$ cat src/tse_pkg.sv
// shared types and constants of the tab-to-space expander
package tse_pkg;

  localparam int unsigned CFG_IDX_W  = 3;
  localparam int unsigned CFG_DATA_W = 64;
  localparam int unsigned STOP_SLOTS = 16;
  localparam int unsigned STOP_W     = 16;
  localparam int unsigned COL_W      = 16;
  localparam int unsigned STEP_W     = 5;

  // configuration register indexes
  localparam logic [CFG_IDX_W-1:0] CFG_INITIAL_ONLY = 3'd0;
  localparam logic [CFG_IDX_W-1:0] CFG_STOP_COUNT   = 3'd1;
  localparam logic [CFG_IDX_W-1:0] CFG_STOPS_0_3    = 3'd2;
  localparam logic [CFG_IDX_W-1:0] CFG_STOPS_4_7    = 3'd3;
  localparam logic [CFG_IDX_W-1:0] CFG_STOPS_8_11   = 3'd4;
  localparam logic [CFG_IDX_W-1:0] CFG_STOPS_12_15  = 3'd5;

  // character codes
  localparam logic [7:0] CH_TAB = 8'h09;
  localparam logic [7:0] CH_NL  = 8'h0A;
  localparam logic [7:0] CH_SP  = 8'h20;

  localparam logic [COL_W-1:0] COL_MAX = 16'hFFFF;

  // what the back end does with a queued byte
  typedef enum logic [1:0] {
    OP_PASS,
    OP_NEWLINE,
    OP_TAB_KEEP,
    OP_TAB_EXPAND
  } op_t;

  typedef struct packed {
    logic [7:0] ch;
    logic       file_start;
    op_t        op;
  } item_t;

  // tab stop settings seen by the back end
  typedef struct packed {
    logic [STEP_W-1:0]                  stop_count;
    logic [STOP_SLOTS-1:0][STOP_W-1:0]  stops;
  } stop_cfg_t;

  typedef enum logic [2:0] {
    ST_IDLE,
    ST_DIV,
    ST_UADD,
    ST_SCAN,
    ST_SET,
    ST_DONE
  } state_t;

endpackage

$ cat src/tse_in_if.sv
// input channel: one text byte per word
interface tse_in_if;
  logic       valid;
  logic       ready;
  logic [7:0] in_byte;
  logic       file_start;

  modport source (output valid, output in_byte, output file_start, input ready);
  modport sink   (input valid, input in_byte, input file_start, output ready);
endinterface

$ cat src/tse_out_if.sv
// output channel: a byte and its repeat count per word
interface tse_out_if;
  logic        valid;
  logic        ready;
  logic [7:0]  out_byte;
  logic [15:0] repeat_count;

  modport source (output valid, output out_byte, output repeat_count, input ready);
  modport sink   (input valid, input out_byte, input repeat_count, output ready);
endinterface

$ cat src/tse_front.sv
// front end: accepts bytes, tracks the text-seen flag and classifies each byte
module tse_front (
  input  logic          clk,
  input  logic          rst,
  tse_in_if.sink        in_chan,
  input  logic          initial_only,
  input  logic          q_full,
  output logic          push,
  output tse_pkg::item_t entry
);

  logic seen_text;
  logic seen_base;
  logic seen_text_next;

  assign in_chan.ready = !q_full;
  assign push          = in_chan.valid && in_chan.ready;
  assign seen_base     = in_chan.file_start ? 1'b0 : seen_text;

  // classify the incoming word
  always_comb begin
    entry.ch         = in_chan.in_byte;
    entry.file_start = in_chan.file_start;
    entry.op         = tse_pkg::OP_PASS;
    seen_text_next   = seen_base;
    if (in_chan.in_byte == tse_pkg::CH_NL) begin
      entry.op       = tse_pkg::OP_NEWLINE;
      seen_text_next = 1'b0;
    end else if (in_chan.in_byte == tse_pkg::CH_TAB) begin
      entry.op = (initial_only && seen_base) ? tse_pkg::OP_TAB_KEEP
                                             : tse_pkg::OP_TAB_EXPAND;
    end else if (in_chan.in_byte != tse_pkg::CH_SP) begin
      seen_text_next = 1'b1;
    end
  end

  // text-seen flag
  always_ff @(posedge clk) begin
    if (rst) begin
      seen_text <= 1'b0;
    end else if (push) begin
      seen_text <= seen_text_next;
    end
  end

endmodule

$ cat src/tse_queue.sv
// two-entry queue between front and back end
module tse_queue (
  input  logic           clk,
  input  logic           rst,
  input  logic           push,
  input  tse_pkg::item_t push_item,
  input  logic           pop,
  output logic           full,
  output logic           not_empty,
  output tse_pkg::item_t head
);

  tse_pkg::item_t mem [2];
  logic           wr_ptr;
  logic           rd_ptr;
  logic [1:0]     fill;

  assign full      = (fill == 2'd2);
  assign not_empty = (fill != 2'd0);
  assign head      = mem[rd_ptr];

  // storage
  always_ff @(posedge clk) begin
    if (push) begin
      mem[wr_ptr] <= push_item;
    end
  end

  // pointers and fill level
  always_ff @(posedge clk) begin
    if (rst) begin
      wr_ptr <= 1'b0;
      rd_ptr <= 1'b0;
      fill   <= 2'd0;
    end else begin
      if (push) wr_ptr <= !wr_ptr;
      if (pop)  rd_ptr <= !rd_ptr;
      case ({push, pop})
        2'b10:   fill <= fill + 2'd1;
        2'b01:   fill <= fill - 2'd1;
        default: fill <= fill;
      endcase
    end
  end

endmodule

$ cat src/tse_back.sv
// back end: keeps the column, computes tab targets and holds the output word
module tse_back #(
  parameter int unsigned DEFAULT_TAB_WIDTH = 8
) (
  input  logic              clk,
  input  logic              rst,
  input  tse_pkg::stop_cfg_t cfg,
  input  logic              q_valid,
  input  tse_pkg::item_t    q_item,
  output logic              pop,
  tse_out_if.source         out_chan
);

  localparam logic [15:0] DEF_W = 16'(DEFAULT_TAB_WIDTH);

  tse_pkg::state_t state;
  tse_pkg::state_t state_next;

  logic [15:0] column;
  logic [15:0] col_new;
  logic [15:0] col_base;
  logic [4:0]  step;
  logic [15:0] rem;
  logic [15:0] dsh;
  logic [16:0] tgt;
  logic [7:0]  res_byte;
  logic [15:0] res_count;
  logic        out_valid;
  logic [7:0]  out_byte;
  logic [15:0] repeat_count;

  logic        load_out;
  logic        uniform;
  logic [15:0] width;
  logic [16:0] rem_sh;
  logic [16:0] rem_diff;
  logic [15:0] rem_new;
  logic [15:0] scan_stop;
  logic        scan_end;
  logic        scan_hit;
  logic [15:0] tclamp;
  logic [15:0] cnt;

  assign out_chan.valid        = out_valid;
  assign out_chan.out_byte     = out_byte;
  assign out_chan.repeat_count = repeat_count;

  // tab stop mode and spacing
  assign uniform = (cfg.stop_count <= 5'd1);
  assign width   = (cfg.stop_count == 5'd0 || cfg.stops[0] == 16'd0) ? DEF_W : cfg.stops[0];
  assign col_base = q_item.file_start ? 16'd0 : column;

  // one restoring division step for the remainder
  assign rem_sh   = {rem, dsh[15]};
  assign rem_diff = rem_sh - {1'b0, width};
  assign rem_new  = rem_diff[16] ? rem_sh[15:0] : rem_diff[15:0];

  // one stop compared per cycle
  assign scan_stop = cfg.stops[step[3:0]];
  assign scan_end  = (step >= cfg.stop_count);
  assign scan_hit  = (scan_stop > column);

  // clamp the target and count the spaces
  assign tclamp = tgt[16] ? tse_pkg::COL_MAX : tgt[15:0];
  assign cnt    = tclamp - column;

  // next state
  always_comb begin
    state_next = state;
    case (state)
      tse_pkg::ST_IDLE: begin
        if (q_valid) begin
          if (q_item.op == tse_pkg::OP_TAB_EXPAND) begin
            state_next = uniform ? tse_pkg::ST_DIV : tse_pkg::ST_SCAN;
          end else begin
            state_next = tse_pkg::ST_DONE;
          end
        end
      end
      tse_pkg::ST_DIV: begin
        if (step == 5'd15) state_next = tse_pkg::ST_UADD;
      end
      tse_pkg::ST_UADD: state_next = tse_pkg::ST_SET;
      tse_pkg::ST_SCAN: begin
        if (scan_end || scan_hit) state_next = tse_pkg::ST_SET;
      end
      tse_pkg::ST_SET:  state_next = tse_pkg::ST_DONE;
      tse_pkg::ST_DONE: begin
        if (load_out) state_next = tse_pkg::ST_IDLE;
      end
      default: state_next = tse_pkg::ST_IDLE;
    endcase
  end

  // control outputs
  always_comb begin
    pop      = 1'b0;
    load_out = 1'b0;
    case (state)
      tse_pkg::ST_IDLE: pop      = q_valid;
      tse_pkg::ST_DONE: load_out = !out_valid || out_chan.ready;
      default: begin
        pop      = 1'b0;
        load_out = 1'b0;
      end
    endcase
  end

  // control registers
  always_ff @(posedge clk) begin
    if (rst) begin
      state     <= tse_pkg::ST_IDLE;
      column    <= 16'd0;
      out_valid <= 1'b0;
    end else begin
      state <= state_next;
      if (pop) column <= col_base;
      if (load_out) column <= col_new;
      if (load_out) out_valid <= 1'b1;
      else if (out_chan.ready) out_valid <= 1'b0;
    end
  end

  // datapath
  always_ff @(posedge clk) begin
    case (state)
      tse_pkg::ST_IDLE: begin
        step <= 5'd0;
        rem  <= 16'd0;
        dsh  <= col_base;
        case (q_item.op)
          tse_pkg::OP_NEWLINE: begin
            res_byte <= tse_pkg::CH_NL;
            col_new  <= 16'd0;
          end
          tse_pkg::OP_TAB_KEEP: begin
            res_byte <= tse_pkg::CH_TAB;
            col_new  <= col_base;
          end
          default: begin
            res_byte <= q_item.ch;
            col_new  <= (col_base == tse_pkg::COL_MAX) ? col_base : col_base + 16'd1;
          end
        endcase
        res_count <= 16'd1;
      end
      tse_pkg::ST_DIV: begin
        rem  <= rem_new;
        dsh  <= {dsh[14:0], 1'b0};
        step <= step + 5'd1;
      end
      tse_pkg::ST_UADD: begin
        tgt <= {1'b0, column} + {1'b0, width} - {1'b0, rem};
      end
      tse_pkg::ST_SCAN: begin
        if (scan_end) tgt <= {1'b0, column} + 17'd1;
        else if (scan_hit) tgt <= {1'b0, scan_stop};
        step <= step + 5'd1;
      end
      tse_pkg::ST_SET: begin
        res_byte  <= tse_pkg::CH_SP;
        res_count <= (cnt == 16'd0) ? 16'd1 : cnt;
        col_new   <= (tclamp > column) ? tclamp : column;
      end
      tse_pkg::ST_DONE: begin
        if (load_out) begin
          out_byte     <= res_byte;
          repeat_count <= res_count;
        end
      end
      default: step <= 5'd0;
    endcase
  end

endmodule

$ cat src/tab_to_space_expander_core.sv
// top level of the tab-to-space expander: configuration registers and wiring
//
// Usage: bytes enter on in_chan (valid/ready), each with file_start, which
// clears the column and text-seen flag before the byte is handled. Every byte
// gives exactly one word on out_chan: the byte (or a space for an expanded
// tab) and a repeat count. Configuration is written through cfg_we,
// cfg_index and cfg_wdata; the user must write it only while the block is
// idle, which the block itself does not enforce; indexes above 5 are ignored.
// A front end accepts and classifies bytes into a two-entry queue, so input is
// taken while the back end works or the output word waits. Newlines, plain
// bytes and kept tabs go from the idle state to the done state; a tab with
// default or single-stop spacing first passes through the 16-step radix-2
// remainder unit, and a tab with a stop list through the one-stop-per-cycle
// scan. The back end pops a new byte only once the last word is loaded.
// Reset clears the column, the flag, the queue, the output valid flag and all
// configuration registers. When the receiver stalls, the output register
// holds its word, the back end waits, and the queue then fills and drops ready.
module tab_to_space_expander_core #(
  parameter int unsigned MAX_STOPS         = 16,
  parameter int unsigned DEFAULT_TAB_WIDTH = 8
) (
  input  logic                            clk,
  input  logic                            rst,
  input  logic                            cfg_we,
  input  logic [tse_pkg::CFG_IDX_W-1:0]   cfg_index,
  input  logic [tse_pkg::CFG_DATA_W-1:0]  cfg_wdata,
  tse_in_if.sink                          in_chan,
  tse_out_if.source                       out_chan
);

  logic                initial_only;
  logic [4:0]          stop_count;
  logic [3:0][63:0]    stops_reg;
  tse_pkg::stop_cfg_t  stop_cfg;

  logic                q_full;
  logic                q_valid;
  logic                push;
  logic                pop;
  tse_pkg::item_t      push_item;
  tse_pkg::item_t      head;

  // configuration registers
  always_ff @(posedge clk) begin
    if (rst) begin
      initial_only <= 1'b0;
      stop_count   <= 5'd0;
      stops_reg    <= '0;
    end else if (cfg_we) begin
      case (cfg_index)
        tse_pkg::CFG_INITIAL_ONLY: initial_only <= cfg_wdata[0];
        tse_pkg::CFG_STOP_COUNT:   stop_count   <= cfg_wdata[4:0];
        tse_pkg::CFG_STOPS_0_3:    stops_reg[0] <= cfg_wdata;
        tse_pkg::CFG_STOPS_4_7:    stops_reg[1] <= cfg_wdata;
        tse_pkg::CFG_STOPS_8_11:   stops_reg[2] <= cfg_wdata;
        tse_pkg::CFG_STOPS_12_15:  stops_reg[3] <= cfg_wdata;
        default: initial_only <= initial_only;
      endcase
    end
  end

  // stop count limited to the supported number of stops
  assign stop_cfg.stop_count = (stop_count > 5'(MAX_STOPS)) ? 5'(MAX_STOPS) : stop_count;
  assign stop_cfg.stops      = stops_reg;

  tse_front u_front (
    .clk          (clk),
    .rst          (rst),
    .in_chan      (in_chan),
    .initial_only (initial_only),
    .q_full       (q_full),
    .push         (push),
    .entry        (push_item)
  );

  tse_queue u_queue (
    .clk       (clk),
    .rst       (rst),
    .push      (push),
    .push_item (push_item),
    .pop       (pop),
    .full      (q_full),
    .not_empty (q_valid),
    .head      (head)
  );

  tse_back #(
    .DEFAULT_TAB_WIDTH (DEFAULT_TAB_WIDTH)
  ) u_back (
    .clk      (clk),
    .rst      (rst),
    .cfg      (stop_cfg),
    .q_valid  (q_valid),
    .q_item   (head),
    .pop      (pop),
    .out_chan (out_chan)
  );

endmodule
$ cat src/flat_wrapper.sv
// flat-port wrapper written by rule: the top's interface ports become plain ports
module tab_to_space_expander_core_flat 
#(
  parameter int unsigned MAX_STOPS         = 16,
  parameter int unsigned DEFAULT_TAB_WIDTH = 8
)
  (clk, rst, cfg_we, cfg_index, cfg_wdata, in_chan_valid, in_chan_in_byte, in_chan_file_start, in_chan_ready, out_chan_valid, out_chan_out_byte, out_chan_repeat_count, out_chan_ready);
  tse_in_if in_chan_i ();
  tse_out_if out_chan_i ();
  input  logic clk;
  input  logic rst;
  input  logic cfg_we;
  input  logic [tse_pkg::CFG_IDX_W-1:0] cfg_index;
  input  logic [tse_pkg::CFG_DATA_W-1:0] cfg_wdata;
  input wire logic [$bits(in_chan_i.valid)-1:0] in_chan_valid;
  input wire logic [$bits(in_chan_i.in_byte)-1:0] in_chan_in_byte;
  input wire logic [$bits(in_chan_i.file_start)-1:0] in_chan_file_start;
  output wire logic [$bits(in_chan_i.ready)-1:0] in_chan_ready;
  output wire logic [$bits(out_chan_i.valid)-1:0] out_chan_valid;
  output wire logic [$bits(out_chan_i.out_byte)-1:0] out_chan_out_byte;
  output wire logic [$bits(out_chan_i.repeat_count)-1:0] out_chan_repeat_count;
  input wire logic [$bits(out_chan_i.ready)-1:0] out_chan_ready;
  assign in_chan_i.valid = in_chan_valid;
  assign in_chan_i.in_byte = in_chan_in_byte;
  assign in_chan_i.file_start = in_chan_file_start;
  assign in_chan_ready = in_chan_i.ready;
  assign out_chan_valid = out_chan_i.valid;
  assign out_chan_out_byte = out_chan_i.out_byte;
  assign out_chan_repeat_count = out_chan_i.repeat_count;
  assign out_chan_i.ready = out_chan_ready;
  tab_to_space_expander_core #(.MAX_STOPS(MAX_STOPS), .DEFAULT_TAB_WIDTH(DEFAULT_TAB_WIDTH)) u_core (.clk(clk), .rst(rst), .cfg_we(cfg_we), .cfg_index(cfg_index), .cfg_wdata(cfg_wdata), .in_chan(in_chan_i), .out_chan(out_chan_i));
endmodule
$ cat config.mk
export PLATFORM = sky130hd
export DESIGN_NAME = tab_to_space_expander_core_flat
export DESIGN_NICKNAME = d
export VERILOG_FILES = /design/src/tse_pkg.sv /design/src/tse_in_if.sv /design/src/tse_out_if.sv /design/src/tse_front.sv /design/src/tse_queue.sv /design/src/tse_back.sv /design/src/tab_to_space_expander_core.sv /design/src/flat_wrapper.sv
export SDC_FILE = /design/constraint.sdc
export NUM_CORES = 1
export LEC_CHECK = 0
export BUFFER_PORTS_ARGS = -buffer_cell sky130_fd_sc_hd__buf_2
export CORE_MARGIN = 2
export CORE_UTILIZATION = 40
export CTS_BUF_LIST = sky130_fd_sc_hd__clkbuf_4
export CTS_CLUSTER_DIAMETER = 60
export CTS_CLUSTER_SIZE = 28
export DETAILED_ROUTE_END_ITERATION = 8
export RECOVER_POWER = 25
export SLEW_MARGIN = 20
export SYNTH_ARGS = -nofsm -noshare
export SYNTH_HDL_FRONTEND = slang
export SYNTH_SLANG_ARGS = --single-unit
$ cat constraint.sdc
create_clock -name clk -period 6.1 [get_ports clk]
set_input_delay 1.22 -clock clk [delete_from_list [all_inputs] [get_ports clk]]
set_output_delay 1.22 -clock clk [all_outputs]
set_load 0.02 [all_outputs]
==> out/metrics.csv <==
metric,value,unit
run_status,finished with violations,
violations,"capacitance limit, slew limit",
drtIter0Drc,1136,
setup_viol,0,
drive_above_1_share,0.130,
finalCritPeriodShare,0.813,
fin_area,23300,µm²
route.detailed.drc,0,
worstReg2RegEnd,u_core.u_back.tgt[15]$_DFFE_PP_,
synth_ff_type,dfxtp_1,
clock_sinks,428,
yosysSeqAreaShare,0.461,
ctsHoldBuffers,0,
arrival,5460,ps
dieArea,55900,µm²
syn_area_per_cell,9.41,µm²
synth_cell_types,66,
synth_top_area_cell,dfxtp_1,
die_w,237,µm
wl,57800,µm
setup_tns,0,ps
cts_tree,done,
clkPwrFrac,0.183,
cts_setup_buffers,0,
path_depth,15,
synth_area,21600,µm²
grt_usage,0.206,
rrSetupSlack,1140,ps
power_switching,0.00333,W
synth_top_area_frac,0.267,
relSlewSlack,-1.12,
num_vias,16800,
whs,354,ps
worstHoldStart,u_core.u_back.res_count[11]$_SDFFCE_PP0N_,
r2r_cells,15,
gp_congestion,0.932,
skew,148,ps
cts_root_buf,clkbuf_4,
crit_path_end_kind,flip-flop,
critPathCapture,u_core.u_back.tgt[15]$_DFFE_PP_,
crit_family,simple AND/OR/NAND/NOR gates,
instances_no_fill,3047,
syn_inst,2299,
grt_first_pass_wirelength,92100,µm
async_reset_ff_frac,0,
p_leak,8.29,nW
drv_slew,284,
dpl.cell_count,2980,
drtAntennaViolNets,0,
rsz0062_at_grt,false,
synth_warnings,0,
first_global_vias,16600,
dieHeight,237,µm
synth-seq-cells,428,
slowest_stage,nor4_1,
grt_overflow_total,0,
cts_resized,0,
firstDrtPassIters,5,
core,53600,µm²
route.detailed.wl_per_inst,19.0,µm
swShare,0.384,
rows,85,
start_util,0.404,
slowest_delay,710,ps
hold_viol,0,
crit_fanout,16,
synth_most_common_cell,nand2_1,
clockBufferDepth,3,
syn_nets,2476,
synthTopCellsByCount,"nand2_1, a21oi_1, dfxtp_1, edfxtp_1, nor2_1",
min_path_type,flip-flop to flip-flop,
path_class,flip-flop to flip-flop,
numCtsBuffers,36,
seq_power_share,0.438,
synthTopCellsByArea,"dfxtp_1, edfxtp_1, nand2_1, mux4_2, a21oi_1",
vdd_drop_max,0.000209,V
viasPerCell,5.53,
drv_cap,4,
p_per_area,372,nW/µm²
antenna_found_initial,2,
path_cells,nor4_1 > nand4_1 > o21a_1 > nand2_1 > fa_1 > inv_1 > ha_1 > a21oi_1 > o211ai_1 > o41ai_2 > o21ai_1 > a21oi_1 > o21ai_1 > and4b_1 > or3_1,
io_buffers,106,
synth_edf_count,140,
path_clk_slew,210,ps
critPathLaunchType,flip-flop,
cp_data_required_time,6610,ps
ios,107,
htreeDepth,2,
synthToLayoutAreaGrowth,7.91,%
hpwl,39300,µm
fmax,202,MHz
worstSkewPairLatency,880,ps
fill_cells,5290,
p_comb_frac,0.379,
cp-startpoint,u_core.stop_cfg[2]$_SDFFE_PP0P_,
min_period,4960,ps
p_int,0.00535,W
crit_buf_inv,1,
reg2reg_from,u_core.stop_cfg[2]$_SDFFE_PP0P_,
finalNetCount,2499,
tightest_slew,3180,ps
grt_max_degree,146,
place_area,22800,µm²
[routing by layer]
metal | vias to the layer above | global-route usage | part of all wire
met2 | 497 | 0.341 | 0.48
met5 | - | 0 | 0.00022
met4 | 2 | 0.0673 | 0.025
li1 | 8109 | - | -
met3 | 93 | 0.0262 | 0.052
met1 | 8141 | 0.280 | 0.44
[sequential cells by signal (all words and copies together), names as in the netlist, 2 cells and up, named ones only]
name	count
u_core.stop_cfg	256
u_core.u_queue.mem	22
u_core.u_back.tgt	17
u_core.u_back.col_new	16
u_core.u_back.column	16
u_core.u_back.dsh	16
u_core.u_back.out_chan.repeat_count	16
u_core.u_back.rem	16
u_core.u_back.res_count	16
u_core.u_back.out_chan.out_byte	8
u_core.u_back.res_byte	8
u_core.stop_count	5
u_core.u_back.step	5
u_core.u_back.state	3
u_core.u_queue.fill	2
[cell type report]
| class | instances | area [µm²] | area share |
|---|---|---|---|
| antenna | 1 | 2.50 | 0.000107 |
| clock buffer | 41 | 308 | 0.0132 |
| clock inverter | 25 | 318 | 0.0136 |
| inverter | 74 | 278 | 0.0119 |
| multi-input combinational | 1656 | 10900 | 0.467 |
| sequential | 428 | 9970 | 0.427 |
| tap | 696 | 871 | 0.0373 |
| timing repair buffer | 126 | 703 | 0.0301 |
[metrics by stage]
step                      total power (W)  worst slack [ps]   util
final                             0.00868              1140  0.435
after global routing              0.00922              1000  0.435
after detailed placement          0.00712              1430  0.424
after CTS                         0.00871              1260  0.436
after global placement            0.00706              1470  0.424
after floorplan                   0.00624              1260      -
[worst min path at each step]
stage	slack [ps]	cells past startpoint	to
floorplan	400	0	u_core.u_back.out_chan.out_byte[0]$_DFFE_PP_
finish	350	0	u_core.u_back.out_chan.repeat_count[11]$_DFFE_PP_
global route	350	0	u_core.u_back.out_chan.repeat_count[11]$_DFFE_PP_
detailed placement	400	0	u_core.u_back.out_chan.out_byte[5]$_DFFE_PP_
CTS	340	0	u_core.u_back.out_chan.repeat_count[11]$_DFFE_PP_
global placement	400	0	u_core.u_back.out_chan.repeat_count[9]$_DFFE_PP_
[cells by family (layout without fill, tap and decap cells)]
| logic type | after synthesis | after routing | share of synthesized area |
|---|---|---|---|
| compound gates | 493 | 493 | 0.134 |
| xor+xnor | 58 | 58 | 0.0244 |
| fa+ha+maj | 96 | 96 | 0.0618 |
| buf+inv | 215 | 266 | 0.0390 |
| flops | 428 | 428 | 0.461 |
| mux | 140 | 140 | 0.112 |
| other cells | 0 | 1 | 0 |
| simple gates | 869 | 869 | 0.168 |
[cells in the final DEF, fill, tap and decap left out, drive strengths merged, types with 28 or more instances in the layout]
master,Yosys,layout
inv,74,83
mux4,80,80
dfxtp,288,288
ha,78,78
nor2,124,124
nand2,578,578
nand3,28,28
xnor2,38,38
buf,25,111
mux2i,51,51
edfxtp,140,140
o21ai,31,31
a21oi,323,323
clkbuf,116,56
[power groups by stage]
stage | Combinational, W | Sequential (W) | Clock [W]
after floorplan | 0.00252 | 0.00372 | 0
after global placement | 0.00322 | 0.00384 | 0
after detailed placement | 0.00327 | 0.00386 | 0
after CTS | 0.00329 | 0.00379 | 0.00163
after global routing | 0.00362 | 0.00385 | 0.00175
final | 0.00329 | 0.00380 | 0.00159
Power figures use the tool's default switching activity.
